[config.mk]
export PLATFORM = sky130hd
export DESIGN_NAME = attitude_sentence_field_parser_core_flat
export DESIGN_NICKNAME = d
export VERILOG_FILES = /design/src/rtl/asfp_pkg.sv /design/src/rtl/asfp_if.sv /design/src/rtl/asfp_num_unit.sv /design/src/rtl/attitude_sentence_field_parser_core.sv /design/src/flat_wrapper.sv
export VERILOG_INCLUDE_DIRS = /design/src /design/src/rtl
export SDC_FILE = /design/constraint.sdc
export NUM_CORES = 1
export LEC_CHECK = 0
export BUFFER_PORTS_ARGS = -buffer_cell sky130_fd_sc_hd__buf_4
export CAP_MARGIN = 40
export CORE_UTILIZATION = 41
export CTS_CLUSTER_DIAMETER = 100
export CTS_CLUSTER_SIZE = 40
export DETAILED_ROUTE_END_ITERATION = 7
export MAX_ROUTING_LAYER = met4
export PLACE_DENSITY = 0.68
export SLEW_MARGIN = 20
export SYNTH_ARGS = -nofsm -noshare
export SYNTH_HDL_FRONTEND = slang
export SYNTH_SLANG_ARGS = --single-unit
[constraint.sdc]
create_clock -name clock -period 11.46 [get_ports clock]
set_input_delay 2.292 -clock clock [delete_from_list [all_inputs] [get_ports clock]]
set_output_delay 2.292 -clock clock [all_outputs]
set_load 0.01 [all_outputs]
[src/rtl/attitude_sentence_field_parser_core_assert.svh]
// assertion macros for the attitude sentence field parser
// no dependencies; included by the files that carry assertions
`ifndef ATTITUDE_SENTENCE_FIELD_PARSER_CORE_ASSERT_SVH
`define ATTITUDE_SENTENCE_FIELD_PARSER_CORE_ASSERT_SVH

// same-cycle implication, disabled in reset
`define ASFP_ASSERT_NOW(label, clk, rst, ante, cons) \
   label: assert property (@(posedge clk) disable iff (rst) (ante) |-> (cons)) \
      else $error("asfp assertion failed");

// next-cycle implication, disabled in reset
`define ASFP_ASSERT_NEXT(label, clk, rst, ante, cons) \
   label: assert property (@(posedge clk) disable iff (rst) (ante) |=> (cons)) \
      else $error("asfp assertion failed");

`endif

[src/rtl/asfp_pkg.sv]
// shared constants, types and arithmetic helpers of the attitude sentence parser
// no dependencies
package asfp_pkg;

   // number of decimal fraction digits kept in the fixed-point results (0..3)
   localparam int FRACTION_DIGITS = 1;
   localparam logic [1:0] FRAC_LIMIT = 2'(FRACTION_DIGITS);

   // characters
   localparam logic [7:0] CHAR_COMMA  = 8'h2C;
   localparam logic [7:0] CHAR_DOLLAR = 8'h24;
   localparam logic [7:0] CHAR_POINT  = 8'h2E;
   localparam logic [7:0] CHAR_PLUS   = 8'h2B;
   localparam logic [7:0] CHAR_MINUS  = 8'h2D;
   localparam logic [7:0] CHAR_SPACE  = 8'h20;
   localparam logic [7:0] CHAR_ZERO   = 8'h30;
   localparam logic [7:0] CHAR_NINE   = 8'h39;
   localparam logic [7:0] CHAR_TAB    = 8'h09;
   localparam logic [7:0] CHAR_CR     = 8'h0D;

   // field numbers within a sentence
   localparam logic [2:0] FIELD_ID          = 3'd0;
   localparam logic [2:0] FIELD_HEADING     = 3'd1;
   localparam logic [2:0] FIELD_HEADING_FLG = 3'd2;
   localparam logic [2:0] FIELD_PITCH       = 3'd3;
   localparam logic [2:0] FIELD_PITCH_FLG   = 3'd4;
   localparam logic [2:0] FIELD_ROLL        = 3'd5;
   localparam logic [2:0] FIELD_ROLL_FLG    = 3'd6;
   localparam logic [2:0] FIELD_UNUSED      = 3'd7;

   // state of the number being read
   typedef struct packed {
      logic [15:0] acc;
      logic        neg;
      logic        point;
      logic [1:0]  frac;
      logic        stopped;
      logic        started;
   } num_state_type;

   localparam num_state_type NUM_CLEAR = '{acc: 16'd0, neg: 1'b0, point: 1'b0,
                                          frac: 2'd0, stopped: 1'b0, started: 1'b0};

   // mag * 10 + digit, saturating at 16 bits unsigned
   function automatic logic [15:0] times_ten_plus(input logic [15:0] mag,
                                                  input logic [3:0] digit);
      logic [19:0] v;
      v = ({4'd0, mag} << 3) + ({4'd0, mag} << 1) + {16'd0, digit};
      return (v > 20'd65535) ? 16'hFFFF : v[15:0];
   endfunction

   // scale to the kept fraction digits, apply the sign and clamp to 16 bits signed
   function automatic logic [15:0] finish_number(input num_state_type ns);
      logic [15:0] mag;
      logic [2:0]  n;
      mag = ns.acc;
      n   = {1'b0, ns.frac};
      for (int i = 0; i < FRACTION_DIGITS; i++) begin
         if (n < 3'(FRACTION_DIGITS)) begin
            mag = times_ten_plus(mag, 4'd0);
            n   = n + 3'd1;
         end
      end
      if (ns.neg) begin
         return mag[15] ? 16'h8000 : 16'(~mag + 16'd1);
      end
      return mag[15] ? 16'h7FFF : mag;
   endfunction

endpackage

[src/rtl/asfp_if.sv]
// channel interfaces of the attitude sentence parser: byte input and result output
// no dependencies
interface asfp_req_if;
   logic       valid;
   logic       ready;
   logic [7:0] rx_byte;

   modport source (output valid, output rx_byte, input ready);
   modport sink (input valid, input rx_byte, output ready);
endinterface

interface asfp_rsp_if;
   logic              valid;
   logic              ready;
   logic signed [15:0] heading_tenths;
   logic signed [15:0] pitch_tenths;
   logic signed [15:0] roll_tenths;
   logic [7:0]        heading_flag;
   logic [7:0]        pitch_flag;
   logic [7:0]        roll_flag;

   modport source (output valid, output heading_tenths, output pitch_tenths,
                   output roll_tenths, output heading_flag, output pitch_flag,
                   output roll_flag, input ready);
   modport sink (input valid, input heading_tenths, input pitch_tenths,
                 input roll_tenths, input heading_flag, input pitch_flag,
                 input roll_flag, output ready);
endinterface

[src/rtl/asfp_num_unit.sv]
// decimal number step: takes one character into the number state, and gives the
// finished fixed-point value; depends on asfp_pkg
module asfp_num_unit
   import asfp_pkg::*;
(
   input  num_state_type cur_state,
   input  logic [7:0]    char_in,
   output num_state_type nxt_state,
   output logic [15:0]   fin_value
);

   logic is_digit;
   logic is_blank;
   logic is_sign;

   assign is_digit  = (char_in >= CHAR_ZERO) && (char_in <= CHAR_NINE);
   assign is_blank  = (char_in == CHAR_SPACE) || ((char_in >= CHAR_TAB) && (char_in <= CHAR_CR));
   assign is_sign   = (char_in == CHAR_PLUS) || (char_in == CHAR_MINUS);
   assign fin_value = finish_number(cur_state);

   always_comb begin
      nxt_state = cur_state;
      if (!cur_state.stopped) begin
         if (is_digit) begin
            nxt_state.started = 1'b1;
            if (!cur_state.point) begin
               nxt_state.acc = times_ten_plus(cur_state.acc, char_in[3:0]);
            end else if (cur_state.frac < FRAC_LIMIT) begin
               nxt_state.acc  = times_ten_plus(cur_state.acc, char_in[3:0]);
               nxt_state.frac = cur_state.frac + 2'd1;
            end
         end else if ((char_in == CHAR_POINT) && !cur_state.point) begin
            nxt_state.point   = 1'b1;
            nxt_state.started = 1'b1;
         end else if (!cur_state.started && is_sign) begin
            nxt_state.neg     = (char_in == CHAR_MINUS);
            nxt_state.started = 1'b1;
         end else if (!cur_state.started && is_blank) begin
            nxt_state = cur_state;   // leading blank skipped
         end else begin
            nxt_state.stopped = 1'b1;
         end
      end
   end

endmodule

[src/rtl/attitude_sentence_field_parser_core.sv]
// attitude sentence field parser, top level: input register, field sequencer and
// result register; depends on asfp_pkg, asfp_if and asfp_num_unit
//
// Takes one ASCII character per item from a comma-separated attitude sentence
// ($ID,heading,hflag,pitch,pflag,roll,rflag) and gives one result item per
// completed sentence: heading, pitch and roll as signed 16-bit values scaled by
// 10^FRACTION_DIGITS (tenths), truncated and saturated, plus the three status
// characters. A '$' restarts the sentence at any point. Throughput is one
// character per clock while input ready is high: the input register feeds a
// single pass of field and digit logic whose results land in the state
// registers and the result register. The sentence's last character is taken
// into the input register, then its result into the result register once that
// is free or being taken, so a waiting result that stays untaken holds it back.
// Input ready drops only when the input register holds a sentence-ending
// character and the result register is still full and not being taken.
`include "attitude_sentence_field_parser_core_assert.svh"

module attitude_sentence_field_parser_core
   import asfp_pkg::*;
(
   input logic        clock,
   input logic        reset,
   asfp_req_if.sink   req_chan,
   asfp_rsp_if.source rsp_chan
);

   // input register
   logic       in_valid_ff, in_valid_in;
   logic [7:0] in_byte_ff, in_byte_in;

   // sentence state
   logic [2:0]    field_ff, field_in;
   num_state_type num_ff, num_in;
   logic [15:0]   held_heading_ff, held_heading_in;
   logic [15:0]   held_pitch_ff, held_pitch_in;
   logic [7:0]    held_hflag_ff, held_hflag_in;
   logic [7:0]    held_pflag_ff, held_pflag_in;

   // result register
   logic        rsp_valid_ff, rsp_valid_in;
   logic [15:0] rsp_heading_ff, rsp_heading_in;
   logic [15:0] rsp_pitch_ff, rsp_pitch_in;
   logic [15:0] rsp_roll_ff, rsp_roll_in;
   logic [7:0]  rsp_hflag_ff, rsp_hflag_in;
   logic [7:0]  rsp_pflag_ff, rsp_pflag_in;
   logic [7:0]  rsp_rflag_ff, rsp_rflag_in;

   // step control
   logic          is_dollar;
   logic          is_comma;
   logic          emit;       // the held character completes a sentence
   logic          advance;    // the held character is processed this cycle
   logic          req_fire;
   num_state_type num_step;
   logic [15:0]   fin_value;

   asfp_num_unit u_num (
      .cur_state (num_ff),
      .char_in   (in_byte_ff),
      .nxt_state (num_step),
      .fin_value (fin_value)
   );

   assign is_dollar = (in_byte_ff == CHAR_DOLLAR);
   assign is_comma  = (in_byte_ff == CHAR_COMMA);
   assign emit      = in_valid_ff && !is_dollar && (field_ff == FIELD_ROLL_FLG);
   // only a completing character waits on a full result register
   assign advance   = in_valid_ff && (!emit || !rsp_valid_ff || rsp_chan.ready);

   assign req_chan.ready = !in_valid_ff || advance;
   assign req_fire       = req_chan.valid && req_chan.ready;

   // input register
   always_comb begin
      in_valid_in = in_valid_ff;
      in_byte_in  = in_byte_ff;
      if (req_fire) begin
         in_valid_in = 1'b1;
         in_byte_in  = req_chan.rx_byte;
      end else if (advance) begin
         in_valid_in = 1'b0;
      end
   end

   // field sequencer
   always_comb begin
      field_in        = field_ff;
      num_in          = num_ff;
      held_heading_in = held_heading_ff;
      held_pitch_in   = held_pitch_ff;
      held_hflag_in   = held_hflag_ff;
      held_pflag_in   = held_pflag_ff;
      if (advance) begin
         if (is_dollar) begin
            // restart; held values stay
            field_in = FIELD_ID;
            num_in   = NUM_CLEAR;
         end else begin
            case (field_ff)
               FIELD_ROLL_FLG: begin
                  field_in = FIELD_ID;
                  num_in   = NUM_CLEAR;
               end
               FIELD_HEADING, FIELD_PITCH, FIELD_ROLL: begin
                  if (is_comma) begin
                     num_in   = NUM_CLEAR;
                     field_in = field_ff + 3'd1;
                     if (field_ff == FIELD_HEADING) begin
                        held_heading_in = fin_value;
                     end else if (field_ff == FIELD_PITCH) begin
                        held_pitch_in = fin_value;
                     end else begin
                        // finished roll waits in the accumulator
                        num_in.acc = fin_value;
                     end
                  end else begin
                     num_in = num_step;
                  end
               end
               FIELD_HEADING_FLG, FIELD_PITCH_FLG: begin
                  // first character of the field is the status, even a comma
                  if (!num_ff.stopped) begin
                     num_in.stopped = 1'b1;
                     if (field_ff == FIELD_HEADING_FLG) begin
                        held_hflag_in = in_byte_ff;
                     end else begin
                        held_pflag_in = in_byte_ff;
                     end
                  end
                  if (is_comma) begin
                     num_in   = NUM_CLEAR;
                     field_in = field_ff + 3'd1;
                  end
               end
               default: begin
                  // sentence id field: wait for the first comma
                  if (is_comma) begin
                     num_in   = NUM_CLEAR;
                     field_in = FIELD_HEADING;
                  end
               end
            endcase
         end
      end
   end

   // result register
   always_comb begin
      rsp_valid_in   = rsp_valid_ff && !rsp_chan.ready;
      rsp_heading_in = rsp_heading_ff;
      rsp_pitch_in   = rsp_pitch_ff;
      rsp_roll_in    = rsp_roll_ff;
      rsp_hflag_in   = rsp_hflag_ff;
      rsp_pflag_in   = rsp_pflag_ff;
      rsp_rflag_in   = rsp_rflag_ff;
      if (advance && emit) begin
         rsp_valid_in   = 1'b1;
         rsp_heading_in = held_heading_ff;
         rsp_pitch_in   = held_pitch_ff;
         rsp_roll_in    = num_ff.acc;
         rsp_hflag_in   = held_hflag_ff;
         rsp_pflag_in   = held_pflag_ff;
         rsp_rflag_in   = in_byte_ff;
      end
   end

   // control registers
   always_ff @(posedge clock) begin
      if (reset) begin
         in_valid_ff     <= 1'b0;
         field_ff        <= FIELD_ID;
         num_ff          <= NUM_CLEAR;
         held_heading_ff <= 16'd0;
         held_pitch_ff   <= 16'd0;
         held_hflag_ff   <= 8'd0;
         held_pflag_ff   <= 8'd0;
         rsp_valid_ff    <= 1'b0;
      end else begin
         in_valid_ff     <= in_valid_in;
         field_ff        <= field_in;
         num_ff          <= num_in;
         held_heading_ff <= held_heading_in;
         held_pitch_ff   <= held_pitch_in;
         held_hflag_ff   <= held_hflag_in;
         held_pflag_ff   <= held_pflag_in;
         rsp_valid_ff    <= rsp_valid_in;
      end
   end

   // payload registers
   always_ff @(posedge clock) begin
      in_byte_ff     <= in_byte_in;
      rsp_heading_ff <= rsp_heading_in;
      rsp_pitch_ff   <= rsp_pitch_in;
      rsp_roll_ff    <= rsp_roll_in;
      rsp_hflag_ff   <= rsp_hflag_in;
      rsp_pflag_ff   <= rsp_pflag_in;
      rsp_rflag_ff   <= rsp_rflag_in;
   end

   assign rsp_chan.valid          = rsp_valid_ff;
   assign rsp_chan.heading_tenths = rsp_heading_ff;
   assign rsp_chan.pitch_tenths   = rsp_pitch_ff;
   assign rsp_chan.roll_tenths    = rsp_roll_ff;
   assign rsp_chan.heading_flag   = rsp_hflag_ff;
   assign rsp_chan.pitch_flag     = rsp_pflag_ff;
   assign rsp_chan.roll_flag      = rsp_rflag_ff;

   // the field counter never reaches the unused code
   `ASFP_ASSERT_NOW(a_field_range, clock, reset, 1'b1, field_ff != FIELD_UNUSED)
   // a completed sentence shows a result next cycle and goes back to the id field
   `ASFP_ASSERT_NEXT(a_emit_result, clock, reset, advance && emit,
      rsp_valid_ff && (field_ff == FIELD_ID))
   // a waiting result is never overwritten
   `ASFP_ASSERT_NOW(a_no_overwrite, clock, reset, rsp_valid_ff && !rsp_chan.ready && emit,
      !advance)
   // a restart clears the field counter and the number
   `ASFP_ASSERT_NEXT(a_restart, clock, reset, advance && is_dollar,
      (field_ff == FIELD_ID) && (num_ff == NUM_CLEAR))

endmodule

[src/flat_wrapper.sv]
// flat-port wrapper written by rule: the top's interface ports become plain ports
module attitude_sentence_field_parser_core_flat import asfp_pkg::*;
  (clock, reset, req_chan_valid, req_chan_rx_byte, req_chan_ready, rsp_chan_valid, rsp_chan_heading_tenths, rsp_chan_pitch_tenths, rsp_chan_roll_tenths, rsp_chan_heading_flag, rsp_chan_pitch_flag, rsp_chan_roll_flag, rsp_chan_ready);
  asfp_req_if req_chan_i ();
  asfp_rsp_if rsp_chan_i ();
  input logic clock;
  input logic reset;
  input wire logic [$bits(req_chan_i.valid)-1:0] req_chan_valid;
  input wire logic [$bits(req_chan_i.rx_byte)-1:0] req_chan_rx_byte;
  output wire logic [$bits(req_chan_i.ready)-1:0] req_chan_ready;
  output wire logic [$bits(rsp_chan_i.valid)-1:0] rsp_chan_valid;
  output wire logic [$bits(rsp_chan_i.heading_tenths)-1:0] rsp_chan_heading_tenths;
  output wire logic [$bits(rsp_chan_i.pitch_tenths)-1:0] rsp_chan_pitch_tenths;
  output wire logic [$bits(rsp_chan_i.roll_tenths)-1:0] rsp_chan_roll_tenths;
  output wire logic [$bits(rsp_chan_i.heading_flag)-1:0] rsp_chan_heading_flag;
  output wire logic [$bits(rsp_chan_i.pitch_flag)-1:0] rsp_chan_pitch_flag;
  output wire logic [$bits(rsp_chan_i.roll_flag)-1:0] rsp_chan_roll_flag;
  input wire logic [$bits(rsp_chan_i.ready)-1:0] rsp_chan_ready;
  assign req_chan_i.valid = req_chan_valid;
  assign req_chan_i.rx_byte = req_chan_rx_byte;
  assign req_chan_ready = req_chan_i.ready;
  assign rsp_chan_valid = rsp_chan_i.valid;
  assign rsp_chan_heading_tenths = rsp_chan_i.heading_tenths;
  assign rsp_chan_pitch_tenths = rsp_chan_i.pitch_tenths;
  assign rsp_chan_roll_tenths = rsp_chan_i.roll_tenths;
  assign rsp_chan_heading_flag = rsp_chan_i.heading_flag;
  assign rsp_chan_pitch_flag = rsp_chan_i.pitch_flag;
  assign rsp_chan_roll_flag = rsp_chan_i.roll_flag;
  assign rsp_chan_i.ready = rsp_chan_ready;
  attitude_sentence_field_parser_core u_core (.clock(clock), .reset(reset), .req_chan(req_chan_i), .rsp_chan(rsp_chan_i));
endmodule
==> flow_summary.yaml, run 1 <==
layout:
  final_common_cell: "buf_4"
  drive_gt1_share_pct: 17.68
  area_growth_pct: 18.35
  design_area_um2: 9409
  nets: 897
  n_antenna_cell: 0
  layout_common_cells: "buf_4, edfxtp_1, nor2_1"
cts:
  cts_tree: "yes"
  postCtsHoldBufs: 0
  cts.clk_slew.worst_paths_ns: 0.06
  clock-sinks: 155
  h-tree-depth: 4
  ctsResizeCount: 0
  cts_buffer_depth: 2
  postCtsSetupBuffers: 0
  clk-insertion-delay-late_ns: 0.43
  cts_buffers: 17
  cts-root-buf: "clkbuf_16"
worst_hold_path:
  whs_path_depth: 0
  hp-class: "reg -> reg"
  hold_start: "u_core.held_pitch_ff[5]$_SDFFE_PP0P_"
  hold-path-endpoint: "u_core.rsp_chan.pitch_tenths[5]$_DFFE_PP_"
critical_path:
  cp_slowest_cell: "nor2b_1"
  ff2ff_path_depth: 14
  rr_endpoint: "u_core.num_ff[16]$_SDFFE_PP0P_"
  crit_chain: "buf_4 -> nor2b_1 -> nand2b_1 -> buf_4"
  critPathKind: "in -> out"
  arrival_ns: 2.96
  required_ns: 9.17
  crit_fanout: 3
  slowest_delay_ns: 0.26
  crit_top_cell: "buf_4"
  reg2reg_from: "u_core.num_ff[7]$_SDFFE_PP0P_"
  r2r_slack_ns: 6.52
  end_kind: "output port"
  start_kind: "input port"
logic_synthesis:
  ys_seq_area_share_pct: 49.10
  syn_area_um2: 7950
  ys_async_sr_fraction_pct: 0
  synthCells: 784
  synth_flop_cell: "edfxtp_1"
  syn_avg_cell_area_um2: 10.14
  netlist.area_leader.share_pct: 30.22
  yosys.area.top_type: "edfxtp_1"
  synth_area_leaders: "edfxtp_1, dfxtp_1, ha_1"
  synth-edff-count: 80
  yosysWarnings: 0
  synth_nets: 823
  synth-seq-cells: 155
  yosysUniqueCellTypes: 84
placement:
  place_hpwl_um: 13110
  place.gp.congestion: 0.8708
  dpl_cell_area_um2: 8810
  numPortBuffers: 85
power_and_ir_drop:
  seq_power_share_pct: 51.3
  combPwrFrac_pct: 1.2
  leakagePower_nw: 3.509
  swShare_pct: 23.59
  power_switching_uw: 270.6
  p_per_area_nw_per_um2: 121.9
  peakVddDrop_mv: 0.1055
  power.internal_uw: 876.4
  total_power_mw: 1.147
  power_frac_clock_pct: 47.5
sta:
  hold_slack_ns: 0.4311
  finalMaxSlewViolations: 0
  finalSetupViolations: 0
  worst_slew_pin_slew_ns: 0.7484
  setup_tns_ns: 0
  post-route-min-period_ns: 5.255
  max_freq_mhz: 190.3
  slew_headroom_pct: 49.72
  rsz0062_at_grt: "no"
  period_share_pct: 45.86
  hold_viol: 0
  skew_ns: 0.01158
global_route:
  grt_usage_pct: 19.86
  overflow: 0
  first_global_vias: 5735
  antenna_found_initial: 0
  grt_first_pass_wirelength_um: 30070
  grt_max_degree: 48
drt:
  dr.pass1.iters: 5
  viasPerCell: 5.648
  routed_wire_length_per_instance_um: 16.61
  drc: 0
  drt-total-wl_um: 18790
  first_iter_violations: 500
  ant_nets: 0
  vias: 6388
die:
  io_pins: 86
  die_area_um2: 19950
  core_um2: 18830
  die_x_um: 141.3
  row_count: 50
  dieHeight_um: 141.3
  initial_core_util_pct: 42.22
outcome:
  status: "completed"
flow_run:
  cap_viol_max_count: 0
==> cell type report <==
type                       count  area, um2
fill                        1720       9422
tap                          260      325.3
sequential                   155       3904
clock inverter                15      147.6
timing repair buffer          92      711.9
inverter                      22      82.58
multi-input combinational    570       3812
clock buffer                  17      425.4
==> metal layers <==
layer  track usage [%]  vias up  part of all wire (%)
met5                 -        -                     0
met4             6.293        0                   1.1
met3             3.206       16                   5.3
met2             29.31      209                    45
met1             27.80     3004                    48
li1                  -     3159                     -
==> how the worst max path moves through the flow <==
stage | endpoint | depth (start not counted) | from
floorplan | u_core.rsp_chan.heading_flag[0]$_DFFE_PP_ | 2 | rsp_chan_ready
global placement | req_chan_ready | 4 | rsp_chan_ready
detailed placement | req_chan_ready | 4 | rsp_chan_ready
CTS | req_chan_ready | 4 | rsp_chan_ready
global route | u_core.num_ff[20]$_SDFFE_PP0P_ | 14 | u_core.num_ff[7]$_SDFFE_PP0P_
finish | req_chan_ready | 4 | rsp_chan_ready
==> stage by stage <==
step,worst slack [ns],cells,util [%]
after detailed placement,6.201,1097,46.78
after floorplan,5.599,784,-
final,6.205,1131,49.97
after CTS,6.202,1129,49.83
after global routing,6.068,1131,49.97
after global placement,6.225,1095,46.65
==> cells in the mapped netlist, types with 8 or more instances <==
master and n:
edfxtp_1 80, nor2_1 77, dfxtp_1 75, nand2_1 61
o21ai_0 38, a21oi_1 37, nand3_1 32, nor3_1 29
clkbuf_1 25, ha_1 25, inv_1 20, mux2i_1 20
xor2_1 18, a211oi_1 12, nand4_1 12, o211ai_1 12
and2_1 11, a32oi_1 10, o21ai_1 10, or3_1 10
xnor2_1 9, o311ai_0 8
==> cells by family (layout without fill, tap and decap cells) <==
family / Yosys count / after routing / share of synthesized area (%)
DFF: 155 / 155 / 49.10
xor gates and xnor gates: 27 / 27 / 2.975
buffers and inverters: 59 / 146 / 3.037
and+or+nand+nor: 277 / 277 / 17.20
muxes: 24 / 24 / 3.085
adders and majority gates: 27 / 27 / 4.438
AOI/OAI and AO/OA: 215 / 215 / 20.16
==> critical path, delay by kind of cell <==
family / cells / cell delay [ns]
and+or+nand+nor: 2 / 0.40
buffers and inverters: 2 / 0.27
==> power by group through the flow <==
| stage | logic [mW] | registers (mW) | clock network (mW) |
|---|---|---|---|
| finish | 0.0138 | 0.588 | 0.545 |
| global route | 0.0152 | 0.588 | 0.579 |
| CTS | 0.0138 | 0.588 | 0.556 |
| detailed placement | 0.0138 | 0.601 | 0 |
| global placement | 0.0136 | 0.601 | 0 |
| floorplan | 0.0110 | 0.596 | 0 |
==> sequential cells by signal, summed over array words and instances (netlist names), 3 cells and up <==
name / cells
u_core.rsp_chan.pitch_flag: 8
u_core.held_pflag_ff: 8
u_core.rsp_chan.pitch_tenths: 16
u_core.rsp_chan.roll_tenths: 16
u_core.in_byte_ff: 8
u_core.rsp_chan.roll_flag: 8
u_core.field_ff: 3
u_core.rsp_chan.heading_flag: 8
u_core.held_pitch_ff: 16
u_core.num_ff: 22
u_core.rsp_chan.heading_tenths: 16
u_core.held_heading_ff: 16
u_core.held_hflag_ff: 8
(Power assumes the default switching activity.)
==> run 2, diff against run 1 <==
PLACE_DENSITY = 0.7   (was 0.68)
clock period = 4.2 ns   (was 11.46 ns; I/O delays follow)
==> run 2 against run 1 <==
Cell area increased by 3.8%. Die area unchanged. Clock-buffer cell count increased by 2. Non-clock buffer count increased by 39. Global-route usage increased by 1.3 points. Register-to-register slack got worse by 6.3 ns. Critical path depth increased by 8. Sequential cell count unchanged. Clock power increased to 2.7 times the previous value. First-iteration DRC count increased by 15%. Hold slack about the same. Sequential share of layout area decreased by 1.5 points. Largest cell class unchanged. Highest routed layer unchanged.
==> flow_summary.yaml, run 2 (same netlist as run 1, synthesis figures left out) <==
outcome:
  status: "completed"
layout:
  layoutNonFillerInstCount: 1170
  final_util_pct: 51.86
  final_common_cell: "buf_4"
  n_antenna_cell: 0
  nets: 936
  area_growth_pct: 22.84
  largest_register: "u_core.num_ff"
  layout_common_cells: "buf_4, edfxtp_1, nor2_1"
  largest_register_ffs: 22
  drive_gt1_share_pct: 22.75
cts:
  cts_buffer_depth: 2
  cts.clk_slew.worst_paths_ns: 0.07
  cts_tree: "yes"
  cts_buffers: 17
  h-tree-depth: 4
  postCtsHoldBufs: 0
  clock-sinks: 155
  cts-root-buf: "clkbuf_16"
  clk-insertion-delay-late_ns: 0.43
placement:
  place_hpwl_um: 14440
  place.gp.congestion: 0.9260
  numPortBuffers: 85
  dpl.cell_count: 1137
die:
  dieHeight_um: 141.3
  io_pins: 86
  initial_core_util_pct: 42.22
  core_um2: 18830
  die_area_um2: 19950
  row_count: 50
  die_x_um: 141.3
critical_path:
  critPathKind: "reg -> reg"
  required_ns: 4.51
  arrival_ns: 4.32
  critical_path_buf_inv_count: 1
  crit_fanout: 21
  worst-path-stages: 12
  reg2reg_from: "u_core.num_ff[12]$_SDFFE_PP0P_"
  crit_chain: "ha_1 -> nor3_1 -> nor3b_1 -> o21ai_1 -> o31ai_2 -> mux2_2 -> buf_4 -> a2111oi_4 -> o22ai_2 -> nor3_1 -> nand3_1 -> o311ai_0"
  cp_top_family: "compound AO/OA/AOI/OAI gates"
  end_kind: "flop"
  ff2ff_path_depth: 12
  critPathLaunch: "u_core.num_ff[12]$_SDFFE_PP0P_"
  slowest_delay_ns: 0.44
  cp_slowest_cell: "nor3b_1"
  start_kind: "flop"
  crit_top_cell: "nor3_1"
sta:
  max_freq_mhz: 249.3
  period_share_pct: 95.49
  worst_slew_pin_slew_ns: 0.6876
  skew_ns: 0.01103
  rsz0062_at_grt: "yes"
  hold_slack_ns: 0.4314
  finalSetupViolations: 0
  slew_headroom_pct: 54.16
  finalMaxSlewViolations: 0
  hold_viol: 0
  post-route-min-period_ns: 4.010
drt:
  ant_nets: 0
  routed_wire_length_per_instance_um: 17.17
  first_iter_violations: 577
  viasPerCell: 5.655
  vias: 6616
  dr.pass1.iters: 5
  drc: 0
  drt-total-wl_um: 20090
worst_hold_path:
  hold_start: "u_core.held_heading_ff[0]$_SDFFE_PP0P_"
  whs_path_depth: 0
  hp-class: "reg -> reg"
power_and_ir_drop:
  total_power_mw: 3.104
  peakVddDrop_mv: 0.2676
  power.internal_mw: 2.390
  combPwrFrac_pct: 1.4
  seq_power_share_pct: 51.7
  power_frac_clock_pct: 47.0
  leakagePower_nw: 3.769
  power_switching_uw: 713.6
  swShare_pct: 22.99
  p_per_area_nw_per_um2: 317.9
global_route:
  grt_max_degree: 48
  grt_usage_pct: 21.11
  overflow: 0
  first_global_vias: 5893
  grt_first_pass_wirelength_um: 31730
  antenna_found_initial: 0
flow_run:
  cap_viol_max_count: 0
-- run 2: cell count changes in the layout (fill, tap and decap cells not counted), moves of 2 or more --
cell     before  now
nor3_2        0    3
o31ai_2       0    4
nor3_1       29   26
dfxtp_1      75   73
buf_4        88  130
o31ai_1       6    2
dfxtp_2       0    2
inv_6         4    7
inv_8         6    1
-- run 2: power by group through the flow --
| stage | registers, mW | logic [mW] | clock network [mW] |
|---|---|---|---|
| 2_1_floorplan | 1.63 | 0.0301 | 0 |
| 3_3_place_gp | 1.64 | 0.0415 | 0 |
| 3_5_place_dp | 1.64 | 0.0421 | 0 |
| 4_1_cts | 1.60 | 0.0421 | 1.48 |
| 5_1_grt | 1.60 | 0.0470 | 1.55 |
| 6_report | 1.60 | 0.0425 | 1.46 |
-- run 2: worst paths after layout --
check / end / slack [ns]
worst max register to register: u_core.held_heading_ff[10]$_SDFFE_PP0P_ / 0.19
worst min register to register: u_core.rsp_chan.heading_tenths[0]$_DFFE_PP_ / 0.43
worst max-delay path: u_core.held_heading_ff[10]$_SDFFE_PP0P_ / 0.19
worst min-delay path: u_core.rsp_chan.heading_tenths[0]$_DFFE_PP_ / 0.43
-- run 2: final cells by class --
| class | count | area, um2 |
|---|---|---|
| clock buffers | 19 | 442.9 |
| clock inverters | 13 | 107.6 |
| fillers | 1717 | 9065 |
| inverters | 22 | 82.58 |
| multi-input cells | 570 | 3905 |
| flip-flops and latches | 155 | 3906 |
| well taps | 260 | 325.3 |
| repair buffers | 131 | 996.0 |
-- run 2: per-stage QoR --
stage	setup WS, ns	instance area [um2]	TNS, ns
3_5_place_dp	0.1318	9119	0
3_3_place_gp	0.2334	9119	0
2_1_floorplan	0.02153	7959	0
5_1_grt	-0.02335	9766	-0.05626
4_1_cts	0.1046	9669	0
6_report	0.1895	9766	0
-- run 2: per-layer routing --
layer  vias up  track usage [%]  wire length (um)
met3        38            4.219              1164
met2       227            30.43              8788
met1      3125            29.43              9772
met4         0            7.265               369
met5         -                -                 0
li1       3226                -                 -
-- run 2: repair_timing --
item | in CTS | in global routing
gates resized for setup | 0 | 15
setup buffers | 0 | 1
endpoints found under the setup margin | 0 | 22
